### src/kic_pkg.sv
// ----------------------------------------------------------------------------
// kic_pkg: shared types and constants of the keypad integer calculator
// Key codes, pending operation codes, sequencer states and the command and
// status bundles between the sequencer and the multiply/divide unit.
// ----------------------------------------------------------------------------
package kic_pkg;

   localparam int VALUE_WIDTH_DEFAULT = 32;
   localparam int MODE_WIDTH          = 3;
   localparam int DIGIT_WIDTH         = 4;
   localparam int DISPLAY_WIDTH       = 32;
   localparam int DECIMAL_BASE        = 10;

   typedef enum logic [MODE_WIDTH-1:0] {
      KEY_DIGIT  = 3'd0,
      KEY_EQUALS = 3'd1,
      KEY_CLEAR  = 3'd2,
      KEY_BACK   = 3'd3,
      KEY_ADD    = 3'd4,
      KEY_SUB    = 3'd5,
      KEY_MUL    = 3'd6,
      KEY_DIV    = 3'd7
   } kic_key_type;

   typedef enum logic [2:0] {
      OP_NONE = 3'd0,
      OP_ADD  = 3'd1,
      OP_SUB  = 3'd2,
      OP_MUL  = 3'd3,
      OP_DIV  = 3'd4
   } kic_op_type;

   typedef enum logic [1:0] {
      ST_IDLE,
      ST_EXEC,
      ST_WAIT,
      ST_WRITE
   } kic_state_type;

   typedef struct packed {
      logic start;
      logic is_div;
   } kic_unit_cmd_type;

   typedef struct packed {
      logic busy;
      logic done;
   } kic_unit_sts_type;

endpackage

### src/kic_if.sv
// ----------------------------------------------------------------------------
// kic_if: key and display channels
// Valid/ready channels; a transfer happens on a clock edge with both high.
// ----------------------------------------------------------------------------
interface kic_req_if;
   logic                         valid;
   logic                         ready;
   logic [kic_pkg::MODE_WIDTH-1:0]  mode;
   logic [kic_pkg::DIGIT_WIDTH-1:0] digit;

   modport source (output valid, output mode, output digit, input ready);
   modport sink   (input valid, input mode, input digit, output ready);
endinterface

interface kic_rsp_if;
   logic                                    valid;
   logic                                    ready;
   logic signed [kic_pkg::DISPLAY_WIDTH-1:0] display_value;

   modport source (output valid, output display_value, input ready);
   modport sink   (input valid, input display_value, output ready);
endinterface

### src/kic_muldiv.sv
// ----------------------------------------------------------------------------
// kic_muldiv: iterative multiply / signed divide unit
// One shared adder per cycle: shift-add multiply or restoring divide,
// one bit a step, VALUE_WIDTH steps per operation.
// ----------------------------------------------------------------------------
module kic_muldiv
   import kic_pkg::*;
#(
   parameter int VALUE_WIDTH = VALUE_WIDTH_DEFAULT
) (
   input  logic                   clock,
   input  logic                   reset,
   input  kic_unit_cmd_type       cmd,
   input  logic [VALUE_WIDTH-1:0] opa,
   input  logic [VALUE_WIDTH-1:0] opb,
   output kic_unit_sts_type       sts,
   output logic [VALUE_WIDTH-1:0] result
);

   localparam int CNT_W = $clog2(VALUE_WIDTH);

   logic                   running_ff, running_in;
   logic                   done_ff, done_in;
   logic                   is_div_ff, is_div_in;
   logic                   neg_ff, neg_in;
   logic                   zero_ff, zero_in;
   logic [CNT_W-1:0]       cnt_ff, cnt_in;
   logic [VALUE_WIDTH-1:0] acc_ff, acc_in;
   logic [VALUE_WIDTH-1:0] a_ff, a_in;
   logic [VALUE_WIDTH-1:0] b_ff, b_in;

   logic [VALUE_WIDTH:0]   add_x;
   logic [VALUE_WIDTH:0]   add_y;
   logic [VALUE_WIDTH+1:0] add_sum;
   logic                   fits;
   logic [VALUE_WIDTH-1:0] mag_a;
   logic [VALUE_WIDTH-1:0] mag_b;

   // shared adder: accumulate for multiply, trial subtract for divide
   always_comb begin
      if (is_div_ff) begin
         add_x = {acc_ff, a_ff[VALUE_WIDTH-1]};
         add_y = {1'b0, b_ff};
      end else begin
         add_x = {1'b0, acc_ff};
         add_y = {1'b0, (b_ff[0] ? a_ff : '0)};
      end
      add_sum = {1'b0, add_x} + {1'b0, add_y ^ {(VALUE_WIDTH+1){is_div_ff}}}
                + (VALUE_WIDTH+2)'(is_div_ff);
      fits    = add_sum[VALUE_WIDTH+1];
   end

   assign mag_a = opa[VALUE_WIDTH-1] ? (~opa + 1'b1) : opa;
   assign mag_b = opb[VALUE_WIDTH-1] ? (~opb + 1'b1) : opb;

   always_comb begin
      running_in = running_ff;
      done_in    = 1'b0;
      is_div_in  = is_div_ff;
      neg_in     = neg_ff;
      zero_in    = zero_ff;
      cnt_in     = cnt_ff;
      acc_in     = acc_ff;
      a_in       = a_ff;
      b_in       = b_ff;
      if (cmd.start) begin
         running_in = 1'b1;
         is_div_in  = cmd.is_div;
         neg_in     = opa[VALUE_WIDTH-1] ^ opb[VALUE_WIDTH-1];
         zero_in    = (opb == '0);
         cnt_in     = CNT_W'(VALUE_WIDTH - 1);
         acc_in     = '0;
         a_in       = cmd.is_div ? mag_a : opa;
         b_in       = cmd.is_div ? mag_b : opb;
      end else if (running_ff) begin
         if (is_div_ff) begin
            acc_in = fits ? add_sum[VALUE_WIDTH-1:0] : add_x[VALUE_WIDTH-1:0];
            a_in   = {a_ff[VALUE_WIDTH-2:0], fits};
         end else begin
            acc_in = add_sum[VALUE_WIDTH-1:0];
            a_in   = {a_ff[VALUE_WIDTH-2:0], 1'b0};
            b_in   = b_ff >> 1;
         end
         cnt_in = cnt_ff - 1'b1;
         if (cnt_ff == '0) begin
            running_in = 1'b0;
            done_in    = 1'b1;
         end
      end
   end

   always_ff @(posedge clock) begin
      if (reset) begin
         running_ff <= 1'b0;
         done_ff    <= 1'b0;
      end else begin
         running_ff <= running_in;
         done_ff    <= done_in;
      end
      is_div_ff <= is_div_in;
      neg_ff    <= neg_in;
      zero_ff   <= zero_in;
      cnt_ff    <= cnt_in;
      acc_ff    <= acc_in;
      a_ff      <= a_in;
      b_ff      <= b_in;
   end

   // quotient sign fix; divide by zero gives zero
   always_comb begin
      if (!is_div_ff) begin
         result = acc_ff;
      end else if (zero_ff) begin
         result = '0;
      end else if (neg_ff) begin
         result = ~a_ff + 1'b1;
      end else begin
         result = a_ff;
      end
   end

   assign sts.busy = running_ff;
   assign sts.done = done_ff;

`ifndef ASSERT_OFF
   a_no_restart: assert property (@(posedge clock) disable iff (reset)
      cmd.start |-> !running_ff)
      else $error("unit started while busy");

   a_done_pulse: assert property (@(posedge clock) disable iff (reset)
      done_ff |=> !done_ff)
      else $error("done held longer than one cycle");

   a_div_zero: assert property (@(posedge clock) disable iff (reset)
      (done_ff && is_div_ff && zero_ff) |-> (result == '0))
      else $error("divide by zero did not give zero");
`endif

endmodule

### src/keypad_integer_calculator.sv
// ----------------------------------------------------------------------------
// keypad_integer_calculator: four-function integer keypad calculator
// Takes one key per transfer and returns the display value after that key.
// ----------------------------------------------------------------------------
// Flow: digit, clear, operator, and add/sub equals go from the key transfer
//   through the execute and write states to the display register; back and
//   mul/div equals also wait in ST_WAIT on the bit-serial multiply/divide unit.
//   No new key is taken until the display of the last key has been written to
//   the output register; a display left waiting holds the next write step.
// Reset: synchronous, active high; display, operand, pending operation and
//   new-number flag clear to zero, no display transfer pending.
// ----------------------------------------------------------------------------
module keypad_integer_calculator
   import kic_pkg::*;
#(
   parameter int VALUE_WIDTH = VALUE_WIDTH_DEFAULT
) (
   input  logic         clock,
   input  logic         reset,
   kic_req_if.sink      req_chan,
   kic_rsp_if.source    rsp_chan
);

   kic_state_type              state_ff, state_in;
   kic_key_type                key_ff, key_in;
   logic [DIGIT_WIDTH-1:0]     digit_ff, digit_in;
   logic [VALUE_WIDTH-1:0]     shown_ff, shown_in;
   logic [VALUE_WIDTH-1:0]     first_ff, first_in;
   kic_op_type                 pending_ff, pending_in;
   logic                       start_new_ff, start_new_in;
   logic                       rsp_valid_ff, rsp_valid_in;
   logic signed [DISPLAY_WIDTH-1:0] rsp_data_ff, rsp_data_in;

   logic                       req_fire;
   logic                       out_free;
   logic                       needs_unit;
   logic [VALUE_WIDTH-1:0]     digit_ext;
   logic [VALUE_WIDTH-1:0]     ten;
   logic signed [DISPLAY_WIDTH-1:0] disp_next;

   kic_unit_cmd_type           unit_cmd;
   kic_unit_sts_type           unit_sts;
   logic [VALUE_WIDTH-1:0]     unit_a;
   logic [VALUE_WIDTH-1:0]     unit_b;
   logic [VALUE_WIDTH-1:0]     unit_result;

   assign req_chan.ready = (state_ff == ST_IDLE);
   assign req_fire       = req_chan.valid && req_chan.ready;
   // output slot is free once the held display has been transferred
   assign out_free       = !rsp_valid_ff || rsp_chan.ready;
   assign digit_ext      = {{(VALUE_WIDTH-DIGIT_WIDTH){1'b0}}, digit_ff};
   assign ten            = VALUE_WIDTH'(DECIMAL_BASE);

   // back and multiply/divide equals go through the shared unit
   assign needs_unit = (key_ff == KEY_BACK) ||
                       ((key_ff == KEY_EQUALS) &&
                        ((pending_ff == OP_MUL) || (pending_ff == OP_DIV)));

   // back divides the display by ten; equals works on first operand and display
   assign unit_a = (key_ff == KEY_BACK) ? shown_ff : first_ff;
   assign unit_b = (key_ff == KEY_BACK) ? ten : shown_ff;

   // sign-extend or truncate the display to the output width
   generate
      if (VALUE_WIDTH >= DISPLAY_WIDTH) begin : g_trunc
         assign disp_next = shown_ff[DISPLAY_WIDTH-1:0];
      end else begin : g_sext
         assign disp_next = {{(DISPLAY_WIDTH-VALUE_WIDTH){shown_ff[VALUE_WIDTH-1]}},
                             shown_ff};
      end
   endgenerate

   kic_muldiv #(
      .VALUE_WIDTH (VALUE_WIDTH)
   ) u_muldiv (
      .clock  (clock),
      .reset  (reset),
      .cmd    (unit_cmd),
      .opa    (unit_a),
      .opb    (unit_b),
      .sts    (unit_sts),
      .result (unit_result)
   );

   // sequencer next state
   always_comb begin
      state_in = state_ff;
      case (state_ff)
         ST_IDLE: begin
            if (req_fire) state_in = ST_EXEC;
         end
         ST_EXEC: begin
            state_in = needs_unit ? ST_WAIT : ST_WRITE;
         end
         ST_WAIT: begin
            if (unit_sts.done) state_in = ST_WRITE;
         end
         ST_WRITE: begin
            if (out_free) state_in = ST_IDLE;
         end
         default: state_in = ST_IDLE;
      endcase
   end

   // sequencer outputs and calculator state updates
   always_comb begin
      key_in       = key_ff;
      digit_in     = digit_ff;
      shown_in     = shown_ff;
      first_in     = first_ff;
      pending_in   = pending_ff;
      start_new_in = start_new_ff;
      rsp_valid_in = rsp_valid_ff && !rsp_chan.ready;
      rsp_data_in  = rsp_data_ff;
      unit_cmd     = '0;
      case (state_ff)
         ST_IDLE: begin
            // hold the key until it has been executed
            if (req_fire) begin
               key_in   = kic_key_type'(req_chan.mode);
               digit_in = req_chan.digit;
            end
         end
         ST_EXEC: begin
            case (key_ff)
               KEY_DIGIT: begin
                  if (start_new_ff) begin
                     shown_in = digit_ext;
                  end else begin
                     // times ten as two shifts, wrapped to VALUE_WIDTH
                     shown_in = (shown_ff << 3) + (shown_ff << 1) + digit_ext;
                  end
                  start_new_in = 1'b0;
               end
               KEY_EQUALS: begin
                  case (pending_ff)
                     OP_ADD: shown_in = first_ff + shown_ff;
                     OP_SUB: shown_in = first_ff - shown_ff;
                     OP_MUL: begin
                        unit_cmd.start  = 1'b1;
                        unit_cmd.is_div = 1'b0;
                     end
                     OP_DIV: begin
                        unit_cmd.start  = 1'b1;
                        unit_cmd.is_div = 1'b1;
                     end
                     default: shown_in = shown_ff;
                  endcase
                  pending_in   = OP_NONE;
                  start_new_in = 1'b1;
               end
               KEY_CLEAR: begin
                  shown_in     = '0;
                  first_in     = '0;
                  pending_in   = OP_NONE;
                  start_new_in = 1'b0;
               end
               KEY_BACK: begin
                  unit_cmd.start  = 1'b1;
                  unit_cmd.is_div = 1'b1;
               end
               KEY_ADD, KEY_SUB, KEY_MUL, KEY_DIV: begin
                  // latch the display and arm a new number
                  first_in     = shown_ff;
                  start_new_in = 1'b1;
                  case (key_ff)
                     KEY_ADD: pending_in = OP_ADD;
                     KEY_SUB: pending_in = OP_SUB;
                     KEY_MUL: pending_in = OP_MUL;
                     default: pending_in = OP_DIV;
                  endcase
               end
               default: shown_in = shown_ff;
            endcase
         end
         ST_WAIT: begin
            if (unit_sts.done) shown_in = unit_result;
         end
         ST_WRITE: begin
            // advance the display into the output register when it is free
            if (out_free) begin
               rsp_valid_in = 1'b1;
               rsp_data_in  = disp_next;
            end
         end
         default: shown_in = shown_ff;
      endcase
   end

   always_ff @(posedge clock) begin
      if (reset) begin
         state_ff     <= ST_IDLE;
         shown_ff     <= '0;
         first_ff     <= '0;
         pending_ff   <= OP_NONE;
         start_new_ff <= 1'b0;
         rsp_valid_ff <= 1'b0;
      end else begin
         state_ff     <= state_in;
         shown_ff     <= shown_in;
         first_ff     <= first_in;
         pending_ff   <= pending_in;
         start_new_ff <= start_new_in;
         rsp_valid_ff <= rsp_valid_in;
      end
      key_ff      <= key_in;
      digit_ff    <= digit_in;
      rsp_data_ff <= rsp_data_in;
   end

   assign rsp_chan.valid         = rsp_valid_ff;
   assign rsp_chan.display_value = rsp_data_ff;

`ifndef ASSERT_OFF
   a_wait_has_unit: assert property (@(posedge clock) disable iff (reset)
      (state_ff == ST_WAIT) |-> (unit_sts.busy || unit_sts.done))
      else $error("waiting on an idle unit");

   a_done_in_wait: assert property (@(posedge clock) disable iff (reset)
      unit_sts.done |-> (state_ff == ST_WAIT))
      else $error("unit result arrived outside the wait state");

   a_equals_clears_op: assert property (@(posedge clock) disable iff (reset)
      ((state_ff == ST_EXEC) && ((key_ff == KEY_EQUALS) || (key_ff == KEY_CLEAR)))
      |=> (pending_ff == OP_NONE))
      else $error("pending operation survived equals or clear");

   a_operator_arms: assert property (@(posedge clock) disable iff (reset)
      ((state_ff == ST_EXEC) && ((key_ff == KEY_ADD) || (key_ff == KEY_SUB) ||
       (key_ff == KEY_MUL) || (key_ff == KEY_DIV))) |=> start_new_ff)
      else $error("operator key did not arm a new number");
`endif

endmodule
### src/flat_wrapper.sv
// flat-port wrapper written by rule: the top's interface ports become plain ports
module keypad_integer_calculator_flat import kic_pkg::*;
#(
   parameter int VALUE_WIDTH = VALUE_WIDTH_DEFAULT
)
  (clock, reset, req_chan_valid, req_chan_mode, req_chan_digit, req_chan_ready, rsp_chan_valid, rsp_chan_display_value, rsp_chan_ready);
  kic_req_if req_chan_i ();
  kic_rsp_if rsp_chan_i ();
  input  logic clock;
  input  logic reset;
  input wire logic [$bits(req_chan_i.valid)-1:0] req_chan_valid;
  input wire logic [$bits(req_chan_i.mode)-1:0] req_chan_mode;
  input wire logic [$bits(req_chan_i.digit)-1:0] req_chan_digit;
  output wire logic [$bits(req_chan_i.ready)-1:0] req_chan_ready;
  output wire logic [$bits(rsp_chan_i.valid)-1:0] rsp_chan_valid;
  output wire logic [$bits(rsp_chan_i.display_value)-1:0] rsp_chan_display_value;
  input wire logic [$bits(rsp_chan_i.ready)-1:0] rsp_chan_ready;
  assign req_chan_i.valid = req_chan_valid;
  assign req_chan_i.mode = req_chan_mode;
  assign req_chan_i.digit = req_chan_digit;
  assign req_chan_ready = req_chan_i.ready;
  assign rsp_chan_valid = rsp_chan_i.valid;
  assign rsp_chan_display_value = rsp_chan_i.display_value;
  assign rsp_chan_i.ready = rsp_chan_ready;
  keypad_integer_calculator #(.VALUE_WIDTH(VALUE_WIDTH)) u_core (.clock(clock), .reset(reset), .req_chan(req_chan_i), .rsp_chan(rsp_chan_i));
endmodule
### config.mk
export PLATFORM = sky130hd
export DESIGN_NAME = keypad_integer_calculator_flat
export DESIGN_NICKNAME = d
export VERILOG_FILES = /design/src/kic_pkg.sv /design/src/kic_if.sv /design/src/kic_muldiv.sv /design/src/keypad_integer_calculator.sv /design/src/flat_wrapper.sv
export SDC_FILE = /design/constraint.sdc
export NUM_CORES = 1
export LEC_CHECK = 0
export BUFFER_PORTS_ARGS = -buffer_cell sky130_fd_sc_hd__buf_2
export CAP_MARGIN = 25
export CORE_ASPECT_RATIO = 0.8
export CORE_MARGIN = 2
export CORE_UTILIZATION = 35
export CTS_CLUSTER_SIZE = 14
export DETAILED_ROUTE_END_ITERATION = 7
export SYNTH_ARGS = -nofsm -noshare
export SYNTH_HDL_FRONTEND = slang
export SYNTH_HIERARCHICAL = 1
export SYNTH_SLANG_ARGS = --single-unit
export TNS_END_PERCENT = 30
### constraint.sdc
create_clock -name clock -period 5.4 [get_ports clock]
set_clock_uncertainty 0.15 [all_clocks]
set_input_delay 1.08 -clock clock [delete_from_list [all_inputs] [get_ports clock]]
set_output_delay 1.08 -clock clock [all_outputs]
set_load 0.1 [all_outputs]
* After elaboration in Yosys (flattened, before gate mapping)
Cells that the tools add are included.
** Storage, ports and cells
- Bits of input ports :: 11
- Register bits after elaboration :: 216
- Output and inout port bits :: 34
** Operators by class
- Add/sub/neg operators :: 10
- Bitwise operators :: 6
- Reduce and logical (&&, ||, !) cells :: 30
- Mux-type cells :: 43
- Eq/ne operators :: 20
** Operator list (count)
- 2-to-1 mux 32 bit :: 20
- one-hot mux 32 bit (2 select lines) :: 3
- adder 32 x 1 -> 32 bit, second input constant :: 3
- NOT 32 bit :: 3
- one-hot mux 32 bit (3 select lines) :: 1
- adder 32 bit :: 2
- adder 33 x 33 -> 34 bit :: 1
- adder 34 x 1 -> 34 bit :: 1
- 2-to-1 mux 33 bit :: 1
- bitwise XOR 33 bit :: 1
- adder 32 x 4 -> 32 bit :: 1
- zero test 32 bit :: 1
- subtractor 32 bit :: 1
- equality test 3 bit, second input constant :: 5
- equality test 3 x 2 -> 1 bit, second input constant :: 4
- AND reduction 2 bit :: 6
- nonzero test 2 bit :: 5
- one-hot mux 3 bit (3 select lines) :: 1
- 2-to-1 mux 1 bit :: 8
- 2-to-1 mux 2 bit :: 4
- one-hot mux 2 bit (2 select lines) :: 2
- one-hot mux 2 bit (4 select lines) :: 1
- equality test 3 x 1 -> 1 bit, second input constant :: 2
- != test 2 bit, second input constant :: 3
- other kinds (22) :: 29

* Longest topological paths before layout
Gate-level depths: netlist (run 1).
- Depth after elaboration :: 8
- Mapped depth :: 18
- Mapped depth without buffers :: 18

* Cells and area by module
The synthesis (run 1) kept the hierarchy.
** By module, submodules not included
- keypad_integer_calculator :: sequential area each 2592.5 µm², cells an instance 1131, times used 1, area an instance 9426.5 µm²
- kic_muldiv :: sequential area each 2792.7 µm², cells an instance 1148, times used 1, area an instance 8869.8 µm²

* Worst setup path after synthesis (run 1)
No wires, ideal clock.
- Path kind :: reg-to-reg
- Start :: register u_core.key_ff[0]
- End :: register u_core.u_muldiv.a_ff[29], data pin
- Arrival time :: 3.663 ns
- Cell stages (with the launch flop) :: 16
- Path slack :: 1.317 ns
- Data required time :: 4.980 ns
- Buffers on the path :: 2
- Cells stage by stage :: edfxtp_1 -> buf_2 -> inv_1 -> nor2_1 -> nand2_1 -> clkbuf_1 -> mux2_2 -> or4_4 -> nor4_2 -> nand2b_1 -> or3_4 -> nor4b_4 -> nand2_2 -> o41ai_2 -> xor2_1 -> a21oi_1
** Between the ends
- Cells in the longest elaborated chain, start to end :: 7
- Elaborated cells between the ends (all ways) :: 10
** Ends and longest elaborated chain
- start: declaration :: line keypad_integer_calculator.sv:25 : kic_key_type key_ff, key_in;
- start signal: assignment :: line keypad_integer_calculator.sv:206 : key_ff <= key_in;
- equality test 3 x 2 -> 1 bit :: line keypad_integer_calculator.sv:60 : assign unit_a = (key_ff == KEY_BACK) ? shown_ff : first_ff;
- 2-to-1 mux 32 bit :: line keypad_integer_calculator.sv:60
- net u_core.unit_a[10] :: line keypad_integer_calculator.sv:43 : logic [VALUE_WIDTH-1:0] unit_a;
- NOT 32 bit :: line kic_muldiv.sv:53 : assign mag_a = opa[VALUE_WIDTH-1] ? (~opa + 1'b1) : opa;
- adder 32 x 1 -> 32 bit :: line kic_muldiv.sv:53
- 2-to-1 mux 32 bit :: line kic_muldiv.sv:53
- 2-to-1 mux 32 bit :: line kic_muldiv.sv:73 : a_in = cmd.is_div ? mag_a : opa;
- 2-to-1 mux 32 bit :: line kic_muldiv.sv:66 : if (cmd.start) begin
- net u_core.u_muldiv.a_in[29] :: line kic_muldiv.sv:29 : logic [VALUE_WIDTH-1:0] a_ff, a_in;
- end signal: assignment :: line kic_muldiv.sv:105 : a_ff <= a_in;
- end: declaration :: line kic_muldiv.sv:29
The timed path passes the listed nets, and every way through them passes these cells.
A chain may end at the register's enable or synchronous reset.

* Final worst setup path (run 1)
- Start :: register u_core.key_ff[0]
- End :: register u_core.u_muldiv.b_ff[29], data pin
** Between the ends
- Cells in the longest elaborated chain, start to end :: 7
- Elaborated cells between the ends (all ways) :: 10
** Ends and longest elaborated chain
- equality test 3 x 2 -> 1 bit :: line keypad_integer_calculator.sv:61 : assign unit_b = (key_ff == KEY_BACK) ? ten : shown_ff;
- 2-to-1 mux 32 bit :: line keypad_integer_calculator.sv:61
- net u_core.unit_b[5] :: line keypad_integer_calculator.sv:44 : logic [VALUE_WIDTH-1:0] unit_b;
- NOT 32 bit :: line kic_muldiv.sv:54 : assign mag_b = opb[VALUE_WIDTH-1] ? (~opb + 1'b1) : opb;
- adder 32 x 1 -> 32 bit :: line kic_muldiv.sv:54
- 2-to-1 mux 32 bit :: line kic_muldiv.sv:54
- 2-to-1 mux 32 bit :: line kic_muldiv.sv:74 : b_in = cmd.is_div ? mag_b : opb;
- 2-to-1 mux 32 bit :: line kic_muldiv.sv:66
- net u_core.u_muldiv.b_in[29] :: line kic_muldiv.sv:30 : logic [VALUE_WIDTH-1:0] b_ff, b_in;
- end signal: assignment :: line kic_muldiv.sv:106 : b_ff <= b_in;
- end: declaration :: line kic_muldiv.sv:30
The timed path passes the listed nets, and every way through them passes these cells.

==> results of run 1 <==
-- power breakdown --
group | internal [mW] | switching (mW) | leakage, nW
combinational | 3.00 | 5.13 | 5.58
sequential | 2.14 | 0.550 | 1.87
clock | 1.06 | 0.773 | 0.400
total | 6.20 | 6.45 | 7.85
-- sequential cells by signal, indices dropped and copies added (netlist names) --
name,cells
u_core/start_new_ff,1
u_core/first_ff,32
u_core/rsp_chan.valid,1
u_core/disp_next,32
u_core/u_muldiv/zero_ff,1
u_core/u_muldiv/cnt_ff,5
u_core/rsp_chan.display_value,32
u_core/u_muldiv/b_ff,32
u_core/pending_ff,3
u_core/u_muldiv/acc_ff,32
u_core/u_muldiv/neg_ff,1
u_core/state_ff,2
u_core/u_muldiv/is_div_ff,1
u_core/u_muldiv/done_ff,1
u_core/u_muldiv/running_ff,1
u_core/digit_ff,4
u_core/u_muldiv/a_ff,32
u_core/key_ff,3
-- layout by cell type (no fill, tap or decap), drive strengths merged, types with 26 or more instances in the layout --
| cell | n |
|---|---|
| a21oi | 231 |
| a22oi | 34 |
| and2 | 44 |
| buf | 85 |
| clkbuf | 29 |
| dfxtp | 110 |
| edfxtp | 106 |
| ha | 129 |
| inv | 50 |
| mux2 | 30 |
| nand2 | 235 |
| nand2b | 32 |
| nand3 | 59 |
| nor2 | 256 |
| nor3 | 56 |
| nor4 | 26 |
| o21ai | 179 |
| o31ai | 26 |
| xnor2 | 96 |
| xor2 | 97 |
-- final cells by class --
type | instances | area [µm²]
fill | 5289 | 31250
multi-input combinational | 1876 | 12190
sequential | 216 | 5385
tap | 684 | 855.8
clock buffer | 28 | 646.9
timing repair buffer | 86 | 575.6
clock inverter | 18 | 207.7
inverter | 49 | 183.9
-- critical path: cells and delay by family (launching register included) --
kind / cells / cell delay [ns]
xor gates and xnor gates: 1 / 0.17
AOI/OAI and AO/OA: 2 / 0.29
buffers and inverters: 2 / 0.38
DFF: 1 / 0.57
and+or+nand+nor: 9 / 3.04
-- metal layers --
layer	up-vias	GRT usage
li1	8269	-
met1	8184	0.3142
met2	561	0.2924
met3	65	0.03009
met4	0	0.04915
met5	-	0
-- per-stage QoR --
stage	hold slack (ns)	area, µm²	instances	power (mW)
6_report	0.3541	20040	2957	12.65
5_1_grt	0.3843	20040	2957	13.66
4_1_cts	0.3595	19970	2953	12.53
3_5_place_dp	0.3421	19120	2907	10.65
3_3_place_gp	0.3294	19120	2907	10.53
2_1_floorplan	0.2823	18290	2278	8.758
-- how the worst min path moves through the flow --
stage / start / endpoint / slack (ns) / cells after the start
finish: u_core/u_muldiv/cnt_ff[3] / u_core/u_muldiv/cnt_ff[3] / 0.35 / 2
global placement: u_core/u_muldiv/cnt_ff[3] / u_core/u_muldiv/cnt_ff[3] / 0.33 / 2
CTS: u_core/u_muldiv/cnt_ff[3] / u_core/u_muldiv/cnt_ff[3] / 0.36 / 2
detailed placement: u_core/u_muldiv/cnt_ff[3] / u_core/u_muldiv/cnt_ff[3] / 0.34 / 2
floorplan: u_core/disp_next[28] / u_core/rsp_chan.display_value[28] / 0.28 / 0
global route: u_core/u_muldiv/acc_ff[21] / u_core/u_muldiv/acc_ff[21] / 0.38 / 2
==> results.json, run 1 <==
{
  "wl_met1_mm": 28.08,
  "place_congestion": 0.9644,
  "syn-num-nets": 2422,
  "cts.sinks": 216,
  "routed_via_density": 5.776,
  "die_w_um": 259.6,
  "path_common_cell": "nor3_1",
  "worstReg2RegStart": "u_core/key_ff[0]",
  "fmaxAchievable_mhz": 205.0,
  "max_cap_viol_count": 0,
  "timing.final.ws_setup_ns": 0.5210,
  "start_util": 0.3565,
  "area_growth_pct": 9.598,
  "port_buffers": 44,
  "grt-ovfl-total": 0,
  "nets": 2398,
  "endpoint_kind": "flop",
  "rsz0062_at_grt": "false",
  "finalMaxSlewViolations": 0,
  "vias": 17080,
  "ctsHoldBuffers": 0,
  "numCtsBuffers": 25,
  "min_period_ns": 4.879,
  "first_pass_iters": 5,
  "fin_util": 0.3908,
  "grt_start_max_net_pins": 94,
  "wl_met3_mm": 3.900,
  "die_h_um": 208.5,
  "start_kind": "flop",
  "critical_path.cell_chain": "inv_1 -> nor2_1 -> buf_4 -> nand2_2 -> and2_1 -> nor4_1 -> nand3_1 -> nor3_1 -> nand3b_1 -> nor3_1 -> nand2_1 -> o21ai_0 -> xor2_1 -> a21oi_1",
  "antenna_found_initial": 2,
  "syn-cell-area_um2": 18290,
  "crit_start": "u_core/key_ff[0]",
  "cellPowerDensity_nw_per_um2": 631.3,
  "cts.clk_slew.worst_paths_ns": 0.06,
  "cp.required_ns": 5.53,
  "h-tree-depth": 1,
  "clock_path_buffers": 3,
  "yosysWarnings": 6,
  "n_antenna_cell": 0,
  "io_pins": 45,
  "leakagePower_nw": 7.855,
  "drive_gt1_frac": 0.08931,
  "first_global_vias": 15430,
  "cp.arrival_ns": 5.01,
  "finalSetupViolations": 0,
  "critPathSlowestCell": "nor4_1",
  "vdd_drop_max_uv": 396.5,
  "drt_iter0_drc": 1613,
  "worst_pin_slew_ns": 1.064,
  "wl_met2_mm": 23.40,
  "core_area_um2": 51290,
  "place_hpwl_mm": 43.20,
  "hold_path_class": "flop to flop",
  "rows": 74,
  "cts.repair.resized": 0,
  "final.setup.tns_ns": 0,
  "drc": 0,
  "insertion_delay_ns": 0.57,
  "grt_usage": 0.2036,
  "die-area_um2": 54110,
  "synthCells": 2278,
  "hold_viol_final": 0,
  "ant_nets": 0,
  "cpPeakStageDelay_ns": 0.66,
  "post-route-period-util": 0.9035,
  "wire_per_inst_um": 19.15,
  "r2r_end": "u_core/u_muldiv/b_ff[29]",
  "critical_path.endpoint": "u_core/u_muldiv/b_ff[29]",
  "cts_tree": "done",
  "rrSetupSlack_ns": 0.52,
  "grt_pass1_wl_mm": 87.98,
  "drt_wl_total_mm": 56.62,
  "setup.worst_path.class": "flop to flop",
  "root_buffer": "clkbuf_16",
  "avgSynthCellArea_um2": 8.028,
  "max_slew_margin": 0.2906,
  "dpl_worst_slack_ns": 0.6709,
  "ff2ff_path_depth": 14,
  "crit_fanout": 30,
  "run_status": "completed",
  "maxUsedRoutingLayer": "met4",
  "post_cts_buffers": 0
}
Note: power is estimated with default switching activity, not from simulation.
==> run 2, diff against run 1 <==
- CTS_BUF_LIST: not set -> sky130_fd_sc_hd__clkbuf_16
- SETUP_SLACK_MARGIN: not set -> 0.2
==> results.json, run 2 (synthesized netlist as in run 1, its figures left out) <==
{
  "run_status": "completed",
  "totalPowerFinal_mw": 12.63,
  "leakagePower_nw": 7.859,
  "cts_tree": "done",
  "cpPeakStageDelay_ns": 0.59,
  "cellPowerDensity_nw_per_um2": 630.4,
  "placed_cell_area_um2": 19120,
  "area_growth_pct": 9.578,
  "cp.required_ns": 5.53,
  "endpoint_kind": "flop",
  "n_antenna_cell": 0,
  "antenna_found_initial": 2,
  "first_global_vias": 15430,
  "start_util": 0.3565,
  "root_buffer": "clkbuf_16",
  "fmaxAchievable_mhz": 208.3,
  "start_kind": "flop",
  "max_slew_margin": 0.2952,
  "vias": 17030,
  "finish.instance_area_um2": 20040,
  "place_hpwl_mm": 43.20,
  "switching_share": 0.5104,
  "p_sw_mw": 6.448,
  "final.setup.tns_ns": 0,
  "first_pass_iters": 5,
  "critPathSlowestCell": "or4_4",
  "gr-usage-met2": 0.2924,
  "numCtsBuffers": 25,
  "cts.clk_slew.worst_paths_ns": 0.06,
  "rows": 74,
  "place_congestion": 0.9644,
  "cts.repair.resized": 0,
  "grt_start_max_net_pins": 94,
  "cts.sinks": 216,
  "die-area_um2": 54110,
  "drt_iter0_drc": 1585,
  "finalSetupViolations": 0,
  "io_pins": 45,
  "crit_fanout": 30,
  "fin_util": 0.3907,
  "critical_path.cell_chain": "inv_1 -> nor2_1 -> buf_4 -> nand2_2 -> mux2_2 -> or4_4 -> nor4_4 -> nand2_2 -> or3_4 -> nor4b_4 -> nand2_2 -> o41ai_2 -> xor2_1 -> a21oi_1",
  "port_buffers": 44,
  "hold_viol_final": 0,
  "cp.arrival_ns": 4.93,
  "path_common_cell": "nand2_2",
  "mostFrequentLayoutCell": "nor2_1",
  "setup.worst_path.class": "flop to flop",
  "drc": 0,
  "rsz0062_at_grt": "false",
  "ctsHoldBuffers": 0,
  "die_h_um": 208.5,
  "ant_nets": 0,
  "p_int_mw": 6.185,
  "gr-max-usage-layer": "met1",
  "h-tree-depth": 1,
  "worst_pin_slew_ns": 1.057,
  "max_cap_viol_count": 0,
  "core_area_um2": 51290,
  "grt-ovfl-total": 0,
  "final_cell_mix": "254 x nor2_1, 232 x nand2_1, 228 x a21oi_1, 168 x o21ai_0, 129 x ha_1",
  "wire_per_inst_um": 19.15,
  "finalMaxSlewViolations": 0,
  "p_clk_frac": 0.143,
  "vdd_drop_max_uv": 392.7,
  "drive_gt1_frac": 0.08931,
  "use_met3": 0.03009,
  "post_cts_buffers": 0,
  "clock_path_buffers": 3,
  "min_period_ns": 4.800,
  "routed_via_density": 5.759,
  "drt_wl_total_mm": 56.62,
  "seqPwrFrac": 0.213,
  "nets": 2398,
  "combPwrFrac": 0.644,
  "hold_path_class": "flop to flop",
  "grt_pass1_wl_mm": 87.98,
  "insertion_delay_ns": 0.57,
  "die_w_um": 259.6,
  "grt.met1_usage": 0.3142,
  "post-route-period-util": 0.8890,
  "grt_usage": 0.2036
}
run 2: power by group through the flow:
stage | Combinational, mW | Clock (mW) | Sequential [mW]
finish | 8.14 | 1.81 | 2.69
global placement | 7.81 | 0 | 2.72
CTS | 7.96 | 1.85 | 2.69
floorplan | 6.10 | 0 | 2.66
global route | 8.98 | 1.92 | 2.75
detailed placement | 7.92 | 0 | 2.73
run 2: worst max-delay path, delay by kind of cell, from the launching register on:
family	cells	cell delay, ns
and+or+nand+nor	8	2.42
DFF	1	0.55
muxes	1	0.43
AOI/OAI and AO/OA	2	0.36
xor gates and xnor gates	1	0.20
buffers and inverters	2	0.40
run 2: stage by stage:
stage | hold slack (ns) | instances | setup WS, ns
2_1_floorplan | 0.2823 | 2278 | 1.317
3_3_place_gp | 0.3294 | 2907 | 0.8031
3_5_place_dp | 0.3421 | 2907 | 0.6709
4_1_cts | 0.3595 | 2953 | 0.6750
5_1_grt | 0.3843 | 2957 | 0.3037
6_report | 0.3540 | 2957 | 0.5995
run 2: path summary, 6_finish.rpt:
| kind | cells past startpoint | to | start | slack [ns] |
|---|---|---|---|---|
| worst max register to register | 14 | u_core/u_muldiv/a_ff[29] | u_core/key_ff[0] | 0.60 |
| worst min-delay path | 2 | u_core/u_muldiv/cnt_ff[3] | u_core/u_muldiv/cnt_ff[3] | 0.35 |
| worst min register to register | 2 | u_core/u_muldiv/cnt_ff[3] | u_core/u_muldiv/cnt_ff[3] | 0.35 |
| worst max-delay path | 14 | u_core/u_muldiv/a_ff[29] | u_core/key_ff[0] | 0.60 |
run 2: routing by layer:
| metal | share of wire | vias to the layer above | wire length (µm) |
|---|---|---|---|
| li1 | - | 8264 | - |
| met1 | 0.49 | 8111 | 27850 |
| met2 | 0.41 | 586 | 23310 |
| met3 | 0.075 | 67 | 4254 |
| met4 | 0.021 | 0 | 1213 |
| met5 | 0 | - | 0 |
run 2: area by class of cell:
class	count	area [µm²]
multi-input cells	1876	12200
clock buffers	25	625.6
fillers	5288	31250
repair buffers	86	575.6
clock inverters	21	219.0
flip-flops and latches	216	5385
inverters	49	183.9
well taps	684	855.8
